$ cat src/hw/rtl/toa_pkg.sv
package toa_pkg;

    // field widths
    localparam int SAMPLE_W = 16;
    localparam int ANGLE_W  = 9;

    // angle accumulator: degrees, 7 fraction bits
    localparam int ANGLE_FRAC = 7;
    localparam int Z_W        = 16;
    localparam int O_W        = 10;

    localparam int DEG_FULL    = 360;
    localparam int DEG_QUARTER = 90;
    localparam int TILT_SHIFT  = 2;   // x4 on the horizontal magnitude

    localparam logic signed [Z_W-1:0] Z_QUARTER  = Z_W'(DEG_QUARTER << ANGLE_FRAC);
    localparam logic signed [Z_W-1:0] ROUND_HALF = Z_W'(1 << (ANGLE_FRAC - 1));

    // rotation step index, covers up to 32 steps
    localparam int STEP_W = 5;

    typedef struct packed {
        logic              load;
        logic              sq_x;
        logic              sq_y;
        logic              sq_z;
        logic              rot;
        logic              result;
        logic              commit;
        logic [STEP_W-1:0] step;
    } t_dp_cmd;

    typedef struct packed {
        logic changed;
    } t_dp_stat;

    // atan(2^-i) in degrees, scaled by 128 and rounded
    function automatic logic signed [Z_W-1:0] atan_q7(input logic [STEP_W-1:0] idx);
        logic signed [Z_W-1:0] v;
        case (idx)
            5'd0:    v = 16'sd5760;
            5'd1:    v = 16'sd3400;
            5'd2:    v = 16'sd1797;
            5'd3:    v = 16'sd912;
            5'd4:    v = 16'sd458;
            5'd5:    v = 16'sd229;
            5'd6:    v = 16'sd115;
            5'd7:    v = 16'sd57;
            5'd8:    v = 16'sd29;
            5'd9:    v = 16'sd14;
            5'd10:   v = 16'sd7;
            5'd11:   v = 16'sd4;
            5'd12:   v = 16'sd2;
            5'd13:   v = 16'sd1;
            default: v = '0;
        endcase
        return v;
    endfunction

endpackage

$ cat src/hw/rtl/toa_if.sv
// sample channel
interface toa_in_if;
    logic                                valid;
    logic                                ready;
    logic signed [toa_pkg::SAMPLE_W-1:0] accel_x;
    logic signed [toa_pkg::SAMPLE_W-1:0] accel_y;
    logic signed [toa_pkg::SAMPLE_W-1:0] accel_z;

    modport source (output valid, output accel_x, output accel_y, output accel_z,
                    input ready);
    modport sink   (input valid, input accel_x, input accel_y, input accel_z,
                    output ready);
endinterface

// orientation channel
interface toa_out_if;
    logic                         valid;
    logic                         ready;
    logic [toa_pkg::ANGLE_W-1:0]  angle_deg;
    logic                         angle_known;

    modport source (output valid, output angle_deg, output angle_known, input ready);
    modport sink   (input valid, input angle_deg, input angle_known, output ready);
endinterface

$ cat src/hw/rtl/toa_ctrl.sv
module toa_ctrl #(
    parameter int CORDIC_STEPS = 16
) (
    input  logic              i_clk,
    input  logic              i_rst_n,
    input  logic              i_in_valid,
    output logic              o_in_ready,
    output logic              o_out_valid,
    input  logic              i_out_ready,
    input  toa_pkg::t_dp_stat i_stat,
    output toa_pkg::t_dp_cmd  o_cmd
);

    typedef enum logic [2:0] {
        S_IDLE,
        S_SQX,
        S_SQY,
        S_SQZ,
        S_ROT,
        S_RESULT,
        S_EMIT
    } t_state;

    localparam logic [toa_pkg::STEP_W-1:0] LastStep = toa_pkg::STEP_W'(CORDIC_STEPS - 1);

    t_state                      r_state;
    logic [toa_pkg::STEP_W-1:0]  r_step;
    logic                        r_out_valid;
    logic                        w_out_free;
    logic                        w_commit;

    assign w_out_free = !r_out_valid || i_out_ready;
    assign w_commit   = (r_state == S_EMIT) && i_stat.changed && w_out_free;

    assign o_in_ready  = (r_state == S_IDLE);
    assign o_out_valid = r_out_valid;

    always_comb begin
        o_cmd        = '0;
        o_cmd.load   = (r_state == S_IDLE) && i_in_valid;
        o_cmd.sq_x   = (r_state == S_SQX);
        o_cmd.sq_y   = (r_state == S_SQY);
        o_cmd.sq_z   = (r_state == S_SQZ);
        o_cmd.rot    = (r_state == S_ROT);
        o_cmd.result = (r_state == S_RESULT);
        o_cmd.commit = w_commit;
        o_cmd.step   = r_step;
    end

    always_ff @(posedge i_clk) begin
        if (!i_rst_n) begin
            r_state     <= S_IDLE;
            r_step      <= '0;
            r_out_valid <= 1'b0;
        end else begin
            if (r_out_valid && i_out_ready) begin
                r_out_valid <= 1'b0;
            end
            case (r_state)
                S_IDLE: begin
                    if (i_in_valid) begin
                        r_state <= S_SQX;
                    end
                end
                S_SQX: r_state <= S_SQY;
                S_SQY: r_state <= S_SQZ;
                S_SQZ: begin
                    r_step  <= '0;
                    r_state <= S_ROT;
                end
                S_ROT: begin
                    if (r_step == LastStep) begin
                        r_state <= S_RESULT;
                    end else begin
                        r_step <= r_step + 1'b1;
                    end
                end
                S_RESULT: r_state <= S_EMIT;
                S_EMIT: begin
                    if (!i_stat.changed) begin
                        r_state <= S_IDLE;
                    end else if (w_out_free) begin
                        r_out_valid <= 1'b1;
                        r_state     <= S_IDLE;
                    end
                end
                default: r_state <= S_IDLE;
            endcase
        end
    end

endmodule

$ cat src/hw/rtl/toa_dp.sv
module toa_dp #(
    parameter int SAMPLE_BITS = 16
) (
    input  logic                                i_clk,
    input  logic                                i_rst_n,
    input  toa_pkg::t_dp_cmd                    i_cmd,
    input  logic signed [toa_pkg::SAMPLE_W-1:0] i_accel_x,
    input  logic signed [toa_pkg::SAMPLE_W-1:0] i_accel_y,
    input  logic signed [toa_pkg::SAMPLE_W-1:0] i_accel_z,
    output toa_pkg::t_dp_stat                   o_stat,
    output logic [toa_pkg::ANGLE_W-1:0]         o_angle_deg,
    output logic                                o_angle_known
);

    localparam int SB  = SAMPLE_BITS;
    localparam int P_W = 2 * SAMPLE_BITS;
    localparam int CW  = SAMPLE_BITS + 3;
    localparam int ZW  = toa_pkg::Z_W;
    localparam int OW  = toa_pkg::O_W;
    localparam int AW  = toa_pkg::ANGLE_W;

    // samples: low SAMPLE_BITS bits of each field, sign-extended
    logic [SB-1:0]        w_rx, w_ry, w_rz;
    logic signed [SB-1:0] w_sx, w_sy, w_sz;

    assign w_rx = SB'($unsigned(i_accel_x));
    assign w_ry = SB'($unsigned(i_accel_y));
    assign w_rz = SB'($unsigned(i_accel_z));
    assign w_sx = $signed(w_rx);
    assign w_sy = $signed(w_ry);
    assign w_sz = $signed(w_rz);

    logic signed [SB-1:0] r_sx, r_sy, r_sz;
    logic [P_W-1:0]       r_acc, r_zsq;

    // shared squarer; squares of the negated axes equal those of the raw ones
    logic signed [SB-1:0]  w_op;
    logic signed [P_W-1:0] w_sq;

    always_comb begin
        if (i_cmd.sq_y) begin
            w_op = r_sy;
        end else if (i_cmd.sq_z) begin
            w_op = r_sz;
        end else begin
            w_op = r_sx;
        end
    end

    assign w_sq = P_W'(w_op) * P_W'(w_op);

    // CORDIC seed: vector (a, b) = (-x, y), pre-rotated into the right half plane
    logic signed [CW-1:0] w_a, w_b;
    logic signed [CW-1:0] w_x0, w_y0;
    logic signed [ZW-1:0] w_z0;

    assign w_a = -CW'(w_sx);
    assign w_b = CW'(w_sy);

    always_comb begin
        if (w_a[CW-1]) begin
            if (!w_b[CW-1]) begin
                w_x0 = w_b;
                w_y0 = -w_a;
                w_z0 = toa_pkg::Z_QUARTER;
            end else begin
                w_x0 = -w_b;
                w_y0 = w_a;
                w_z0 = -toa_pkg::Z_QUARTER;
            end
        end else begin
            w_x0 = w_a;
            w_y0 = w_b;
            w_z0 = '0;
        end
    end

    logic signed [CW-1:0] r_x, r_y;
    logic signed [ZW-1:0] r_z;
    logic                 r_zero;

    logic signed [CW-1:0] w_dx, w_dy;
    logic signed [ZW-1:0] w_atan;

    assign w_dx   = r_y >>> i_cmd.step;
    assign w_dy   = r_x >>> i_cmd.step;
    assign w_atan = toa_pkg::atan_q7(i_cmd.step);

    // rounding to whole degrees and wrap
    logic signed [ZW-1:0] w_q, w_qr, w_deg;
    logic signed [OW-1:0] w_o, w_ow;
    logic                 w_tilt_ok;

    assign w_q   = r_zero ? '0 : r_z;
    assign w_qr  = w_q + toa_pkg::ROUND_HALF;
    assign w_deg = w_qr >>> toa_pkg::ANGLE_FRAC;
    assign w_o   = OW'(toa_pkg::DEG_QUARTER) - OW'(w_deg);
    assign w_ow  = w_o[OW-1] ? (w_o + OW'(toa_pkg::DEG_FULL)) : w_o;

    assign w_tilt_ok = (((P_W+2)'(r_acc)) << toa_pkg::TILT_SHIFT) >= (P_W+2)'(r_zsq);

    logic [AW-1:0] r_res_angle, r_last_angle;
    logic          r_res_known, r_last_known;

    always_ff @(posedge i_clk) begin
        if (i_cmd.load) begin
            r_sx   <= w_sx;
            r_sy   <= w_sy;
            r_sz   <= w_sz;
            r_x    <= w_x0;
            r_y    <= w_y0;
            r_z    <= w_z0;
            r_zero <= (w_a == '0) && (w_b == '0);
        end
        if (i_cmd.sq_x) begin
            r_acc <= $unsigned(w_sq);
        end
        if (i_cmd.sq_y) begin
            r_acc <= r_acc + $unsigned(w_sq);
        end
        if (i_cmd.sq_z) begin
            r_zsq <= $unsigned(w_sq);
        end
        if (i_cmd.rot) begin
            if (!r_y[CW-1]) begin
                r_x <= r_x + w_dx;
                r_y <= r_y - w_dy;
                r_z <= r_z + w_atan;
            end else begin
                r_x <= r_x - w_dx;
                r_y <= r_y + w_dy;
                r_z <= r_z - w_atan;
            end
        end
        if (i_cmd.result) begin
            r_res_angle <= w_tilt_ok ? AW'($unsigned(w_ow)) : '0;
            r_res_known <= w_tilt_ok;
        end
    end

    // last orientation doubles as the output payload
    always_ff @(posedge i_clk) begin
        if (!i_rst_n) begin
            r_last_angle <= '0;
            r_last_known <= 1'b0;
        end else if (i_cmd.commit) begin
            r_last_angle <= r_res_angle;
            r_last_known <= r_res_known;
        end
    end

    assign o_stat.changed = (r_res_angle != r_last_angle) || (r_res_known != r_last_known);
    assign o_angle_deg    = r_last_angle;
    assign o_angle_known  = r_last_known;

endmodule

$ cat src/hw/rtl/tilt_orientation_angle.sv
// A sample goes through load, the shared squarer (three passes: x, y, z), the single
// iterative CORDIC stage, the result step and the emit step; no new sample is taken
// until it is through, and none while a result stalls.
// A sample that leaves the orientation unchanged gives no result beat.
// Reset: synchronous, active low; clears the controller, the output valid and the
// stored orientation to unknown at 0 degrees.
module tilt_orientation_angle #(
    parameter int SAMPLE_BITS  = 16,
    parameter int CORDIC_STEPS = 16
) (
    input  logic       i_clk,
    input  logic       i_rst_n,
    toa_in_if.sink     i_in,
    toa_out_if.source  o_out
);

    // Controller: sequences load, three squarer passes (x, y, z), the rotation
    // loop and the result/emit steps. It holds the output valid flag, so a new
    // result is only committed when the previous beat has gone or goes now.
    toa_pkg::t_dp_cmd  w_cmd;
    toa_pkg::t_dp_stat w_stat;

    toa_ctrl #(
        .CORDIC_STEPS (CORDIC_STEPS)
    ) u_ctrl (
        .i_clk       (i_clk),
        .i_rst_n     (i_rst_n),
        .i_in_valid  (i_in.valid),
        .o_in_ready  (i_in.ready),
        .o_out_valid (o_out.valid),
        .i_out_ready (o_out.ready),
        .i_stat      (w_stat),
        .o_cmd       (w_cmd)
    );

    // Datapath: exact tilt test 4*(x^2 + y^2) >= z^2, vectoring CORDIC for the
    // angle in Q7 degrees, rounding, 90 - angle with wrap, and the stored last
    // orientation, which is also the output payload register.
    toa_dp #(
        .SAMPLE_BITS (SAMPLE_BITS)
    ) u_dp (
        .i_clk         (i_clk),
        .i_rst_n       (i_rst_n),
        .i_cmd         (w_cmd),
        .i_accel_x     (i_in.accel_x),
        .i_accel_y     (i_in.accel_y),
        .i_accel_z     (i_in.accel_z),
        .o_stat        (w_stat),
        .o_angle_deg   (o_out.angle_deg),
        .o_angle_known (o_out.angle_known)
    );

endmodule

$ cat src/flat_wrapper.sv
// flat-port wrapper written by rule: the top's interface ports become plain ports
module tilt_orientation_angle_flat 
#(
    parameter int SAMPLE_BITS  = 16,
    parameter int CORDIC_STEPS = 16
)
  (i_clk, i_rst_n, i_in_valid, i_in_accel_x, i_in_accel_y, i_in_accel_z, i_in_ready, o_out_valid, o_out_angle_deg, o_out_angle_known, o_out_ready);
  toa_in_if i_in_i ();
  toa_out_if o_out_i ();
  input  logic i_clk;
  input  logic i_rst_n;
  input wire logic [$bits(i_in_i.valid)-1:0] i_in_valid;
  input wire logic [$bits(i_in_i.accel_x)-1:0] i_in_accel_x;
  input wire logic [$bits(i_in_i.accel_y)-1:0] i_in_accel_y;
  input wire logic [$bits(i_in_i.accel_z)-1:0] i_in_accel_z;
  output wire logic [$bits(i_in_i.ready)-1:0] i_in_ready;
  output wire logic [$bits(o_out_i.valid)-1:0] o_out_valid;
  output wire logic [$bits(o_out_i.angle_deg)-1:0] o_out_angle_deg;
  output wire logic [$bits(o_out_i.angle_known)-1:0] o_out_angle_known;
  input wire logic [$bits(o_out_i.ready)-1:0] o_out_ready;
  assign i_in_i.valid = i_in_valid;
  assign i_in_i.accel_x = i_in_accel_x;
  assign i_in_i.accel_y = i_in_accel_y;
  assign i_in_i.accel_z = i_in_accel_z;
  assign i_in_ready = i_in_i.ready;
  assign o_out_valid = o_out_i.valid;
  assign o_out_angle_deg = o_out_i.angle_deg;
  assign o_out_angle_known = o_out_i.angle_known;
  assign o_out_i.ready = o_out_ready;
  tilt_orientation_angle #(.SAMPLE_BITS(SAMPLE_BITS), .CORDIC_STEPS(CORDIC_STEPS)) u_core (.i_clk(i_clk), .i_rst_n(i_rst_n), .i_in(i_in_i), .o_out(o_out_i));
endmodule
$ cat config.mk
export PLATFORM = sky130hd
export DESIGN_NAME = tilt_orientation_angle_flat
export DESIGN_NICKNAME = d
export VERILOG_FILES = /design/src/hw/rtl/toa_pkg.sv /design/src/hw/rtl/toa_if.sv /design/src/hw/rtl/toa_ctrl.sv /design/src/hw/rtl/toa_dp.sv /design/src/hw/rtl/tilt_orientation_angle.sv /design/src/flat_wrapper.sv
export SDC_FILE = /design/constraint.sdc
export NUM_CORES = 1
export LEC_CHECK = 0
export ABC_AREA = 0
export BUFFER_PORTS_ARGS = -buffer_cell sky130_fd_sc_hd__buf_2
export CAP_MARGIN = 40
export CORE_AREA = 2 2 209 211
export DETAILED_ROUTE_END_ITERATION = 7
export DIE_AREA = 0 0 211 213
export PLACE_DENSITY = 0.74
export SYNTH_ARGS = -nofsm -noshare
export SYNTH_HDL_FRONTEND = slang
export SYNTH_SLANG_ARGS = --single-unit
$ cat constraint.sdc
create_clock -name i_clk -period 29.4 [get_ports i_clk]
set_clock_uncertainty 0.1 [all_clocks]
set_input_delay 5.88 -clock i_clk [delete_from_list [all_inputs] [get_ports i_clk]]
set_output_delay 5.88 -clock i_clk [all_outputs]
set_load 0.05 [all_outputs]
==> results.sh <==
export IMPL_ctsResizeCount=0
export IMPL_finalNonFillerCells=3422
export IMPL_synth_simple_area_share_pct=12.8
export IMPL_crit_type="flop to flop"
export IMPL_grt_max_degree=69
export IMPL_initial_utilization_pct=61.3
export IMPL_required_ns=29.62
export IMPL_ant_nets=0
export IMPL_syn_num_nets=3342
export IMPL_area_growth_pct=5.84
export IMPL_min_path_type="flop to flop"
export IMPL_grt_pass1_wl_um=109000
export IMPL_finalSetupTns_ns=0
export IMPL_port_buffers=63
export IMPL_root_buffer="clkbuf_16"
export IMPL_cts_htree_levels=1
export IMPL_die_area_um2=44900
export IMPL_yosys_warnings=0
export IMPL_setup_viol=0
export IMPL_worst_slack_ns=19.02
export IMPL_place_inst=3376
export IMPL_setup_worst_path_start_class="flop"
export IMPL_synth_top_area_share_pct=20.2
export IMPL_cp_slowest_cell="o21ai_1"
export IMPL_arrival_ns=10.59
export IMPL_synthArstFlopShare_pct=0
export IMPL_core_area_um2=42700
export IMPL_synth_xor_area_share_pct=6.90
export IMPL_cp_common_cell="fa_1"
export IMPL_ys_types=93
export IMPL_num_antenna_cells=0
export IMPL_slowest_delay_ns=0.72
export IMPL_rsz0062_at_grt="no"
export IMPL_die_x_um=211
export IMPL_vias=20600
export IMPL_clk_latency_ns=0.56
export IMPL_drive_gt1_share_pct=7.51
export IMPL_maxSlewViolCount=0
export IMPL_post_cts_buffers=0
export IMPL_seq_area_frac_synth_pct=22.7
export IMPL_synth_area_um2=26200
export IMPL_critPathCaptureType="flop"
export IMPL_synth_main_ff_cell="edfxtp_1"
export IMPL_worst_slew_pin_slew_ns=0.933
export IMPL_synth_edf_count=176
export IMPL_vias_per_cell=6.02
export IMPL_fmaxAchievable_mhz=96.4
export IMPL_synth_mux_area_share_pct=6.86
export IMPL_hold_violations=0
export IMPL_cts_tree="built"
export IMPL_synthTopCellsByArea="edfxtp_1 20%, fa_1 18%, ha_1 10%"
export IMPL_grt_ovfl_total=0
export IMPL_avgSynthCellArea_um2=9.23
export IMPL_drt_pre_antenna_iters=6
export IMPL_place_ws_ns=19.24
export IMPL_rows=76
export IMPL_holdWs_ns=0.438
export IMPL_grt_antenna_before_repair=0
export IMPL_yosysTopAreaCell="edfxtp_1"
export IMPL_max_cap_violations=0
export IMPL_critPathMaxFanout=26
export IMPL_route_detailed_drc=0
export IMPL_cts_sinks=208
export IMPL_grt_util_all_layers_pct=30.7
export IMPL_gpl_final_weighted_congestion=0.979
export IMPL_io_pin_count=64
export IMPL_routed_wl_um=66500
export IMPL_postCtsHoldBufs=0
export IMPL_synth_seq_cells=208
export IMPL_synth_fa_ha_area_share_pct=28.8
export IMPL_n_fill_cell=3508
export IMPL_status="finished clean"
export IMPL_synth_compound_area_share_pct=13.9
export IMPL_fin_nets=3366
export IMPL_area_sequential_um2=5930
export IMPL_multi_input_area_um2=18100
export IMPL_clk_path_buf_depth=3
export IMPL_clkTransAtPathRegs_ns=0.06
export IMPL_final_common_cell="inv_1"
export IMPL_place_hpwl_um=52700
export IMPL_drt_iter0_drc=1456
export IMPL_die_h_um=213
export IMPL_cts_made_buffers=25
export IMPL_post_drt_wl_per_cell_um=19.4
export IMPL_min_period_over_period_pct=35.3
export IMPL_fin_crit_ns=10.38
export IMPL_maxSlewHeadroom_pct=37.4
export IMPL_first_global_vias=21200
export IMPL_synth_top_family_by_area="adder cells"
export IMPL_final_cell_mix="419 x inv_1, 259 x nand2_1, 249 x nor2_1"
export IMPL_netlist_instances=2833
[metrics by stage]
stage               utilization, %  instance area, µm²
finish                        64.8               27700
global route                  64.8               27700
CTS                           64.8               27700
detailed placement            62.9               26900
global placement              62.9               26800
floorplan                        -               26200
[critical path: cells and delay by family, from the launching register on]
| kind | cells | cell delay [ns] |
|---|---|---|
| multiplexers | 2 | 0.41 |
| XOR/XNOR | 2 | 0.37 |
| AO/OA/AOI/OAI | 10 | 3.06 |
| adder cells (fa/ha/maj) | 8 | 3.65 |
| AND/OR/NAND/NOR | 6 | 0.99 |
| flip-flops | 1 | 0.36 |
| buffers and inverters | 6 | 1.15 |
[synth_stat cells, types with 54 or more instances]
cell      instances
inv_1           419
nand2_1         260
nor2_1          251
fa_1            240
ha_1            217
edfxtp_1        176
a21oi_1         158
o21ai_0         149
xnor2_1         118
xor2_1           88
clkbuf_1         64
a21o_1           63
mux2i_1          54
[kinds of logic after synthesis]
logic type | count (synthesis)
and+or+nand+nor | 740
adders and majority gates | 457
muxes | 119
AOI/OAI and AO/OA | 582
DFF | 208
xor gates and xnor gates | 206
buffers and inverters | 521
[routing by layer]
layer  GRT usage, %  part of all wire, %
met3           3.87                  5.5
met1           37.7                   40
met5              0                    0
met4           11.9                  4.0
met2           55.2                   50
[state kept, by name, indices dropped and copies added (netlist names), named ones only]
signal	cells
u_core.u_dp.o_angle_known	1
u_core.u_dp.r_zero	1
u_core.u_dp.r_x	19
u_core.u_dp.r_res_angle	9
u_core.u_dp.r_sx	16
u_core.u_ctrl.r_state	3
u_core.u_dp.o_angle_deg	9
u_core.u_dp.r_acc	32
u_core.u_dp.r_y	19
u_core.u_dp.r_zsq	31
u_core.u_dp.r_z	16
u_core.u_ctrl.r_step	5
u_core.u_ctrl.o_out_valid	1
u_core.u_dp.r_sz	16
u_core.u_dp.r_sy	16
u_core.u_dp.r_res_known	1
[path summary, 6_finish.rpt]
check / from / end / slack [ns] / depth (start not counted)
max: u_core.u_ctrl.r_state[0]$_SDFFE_PN0P_ / u_core.u_dp.r_acc[29]$_DFFE_PP_ / 19.02 / 34
min: u_core.u_dp.r_res_angle[5]$_SDFFCE_PN0N_ / u_core.u_dp.o_angle_deg[5]$_SDFFE_PN0P_ / 0.44 / 2
max reg2reg: u_core.u_ctrl.r_state[0]$_SDFFE_PN0P_ / u_core.u_dp.r_acc[29]$_DFFE_PP_ / 19.02 / 34
min reg2reg: u_core.u_dp.r_res_angle[5]$_SDFFCE_PN0N_ / u_core.u_dp.o_angle_deg[5]$_SDFFE_PN0P_ / 0.44 / 2
[cell type report]
type	instances	share of cell area, %
multi-input cells	2104	65.4
flip-flops and latches	208	21.4
inverters	428	5.80
clock buffers	33	2.63
well taps	546	2.47
repair buffers	90	1.94
clock inverters	13	0.307
Power is not shown: default switching activity piles up to over one toggle a cycle in this logic, so the estimate is an artifact.
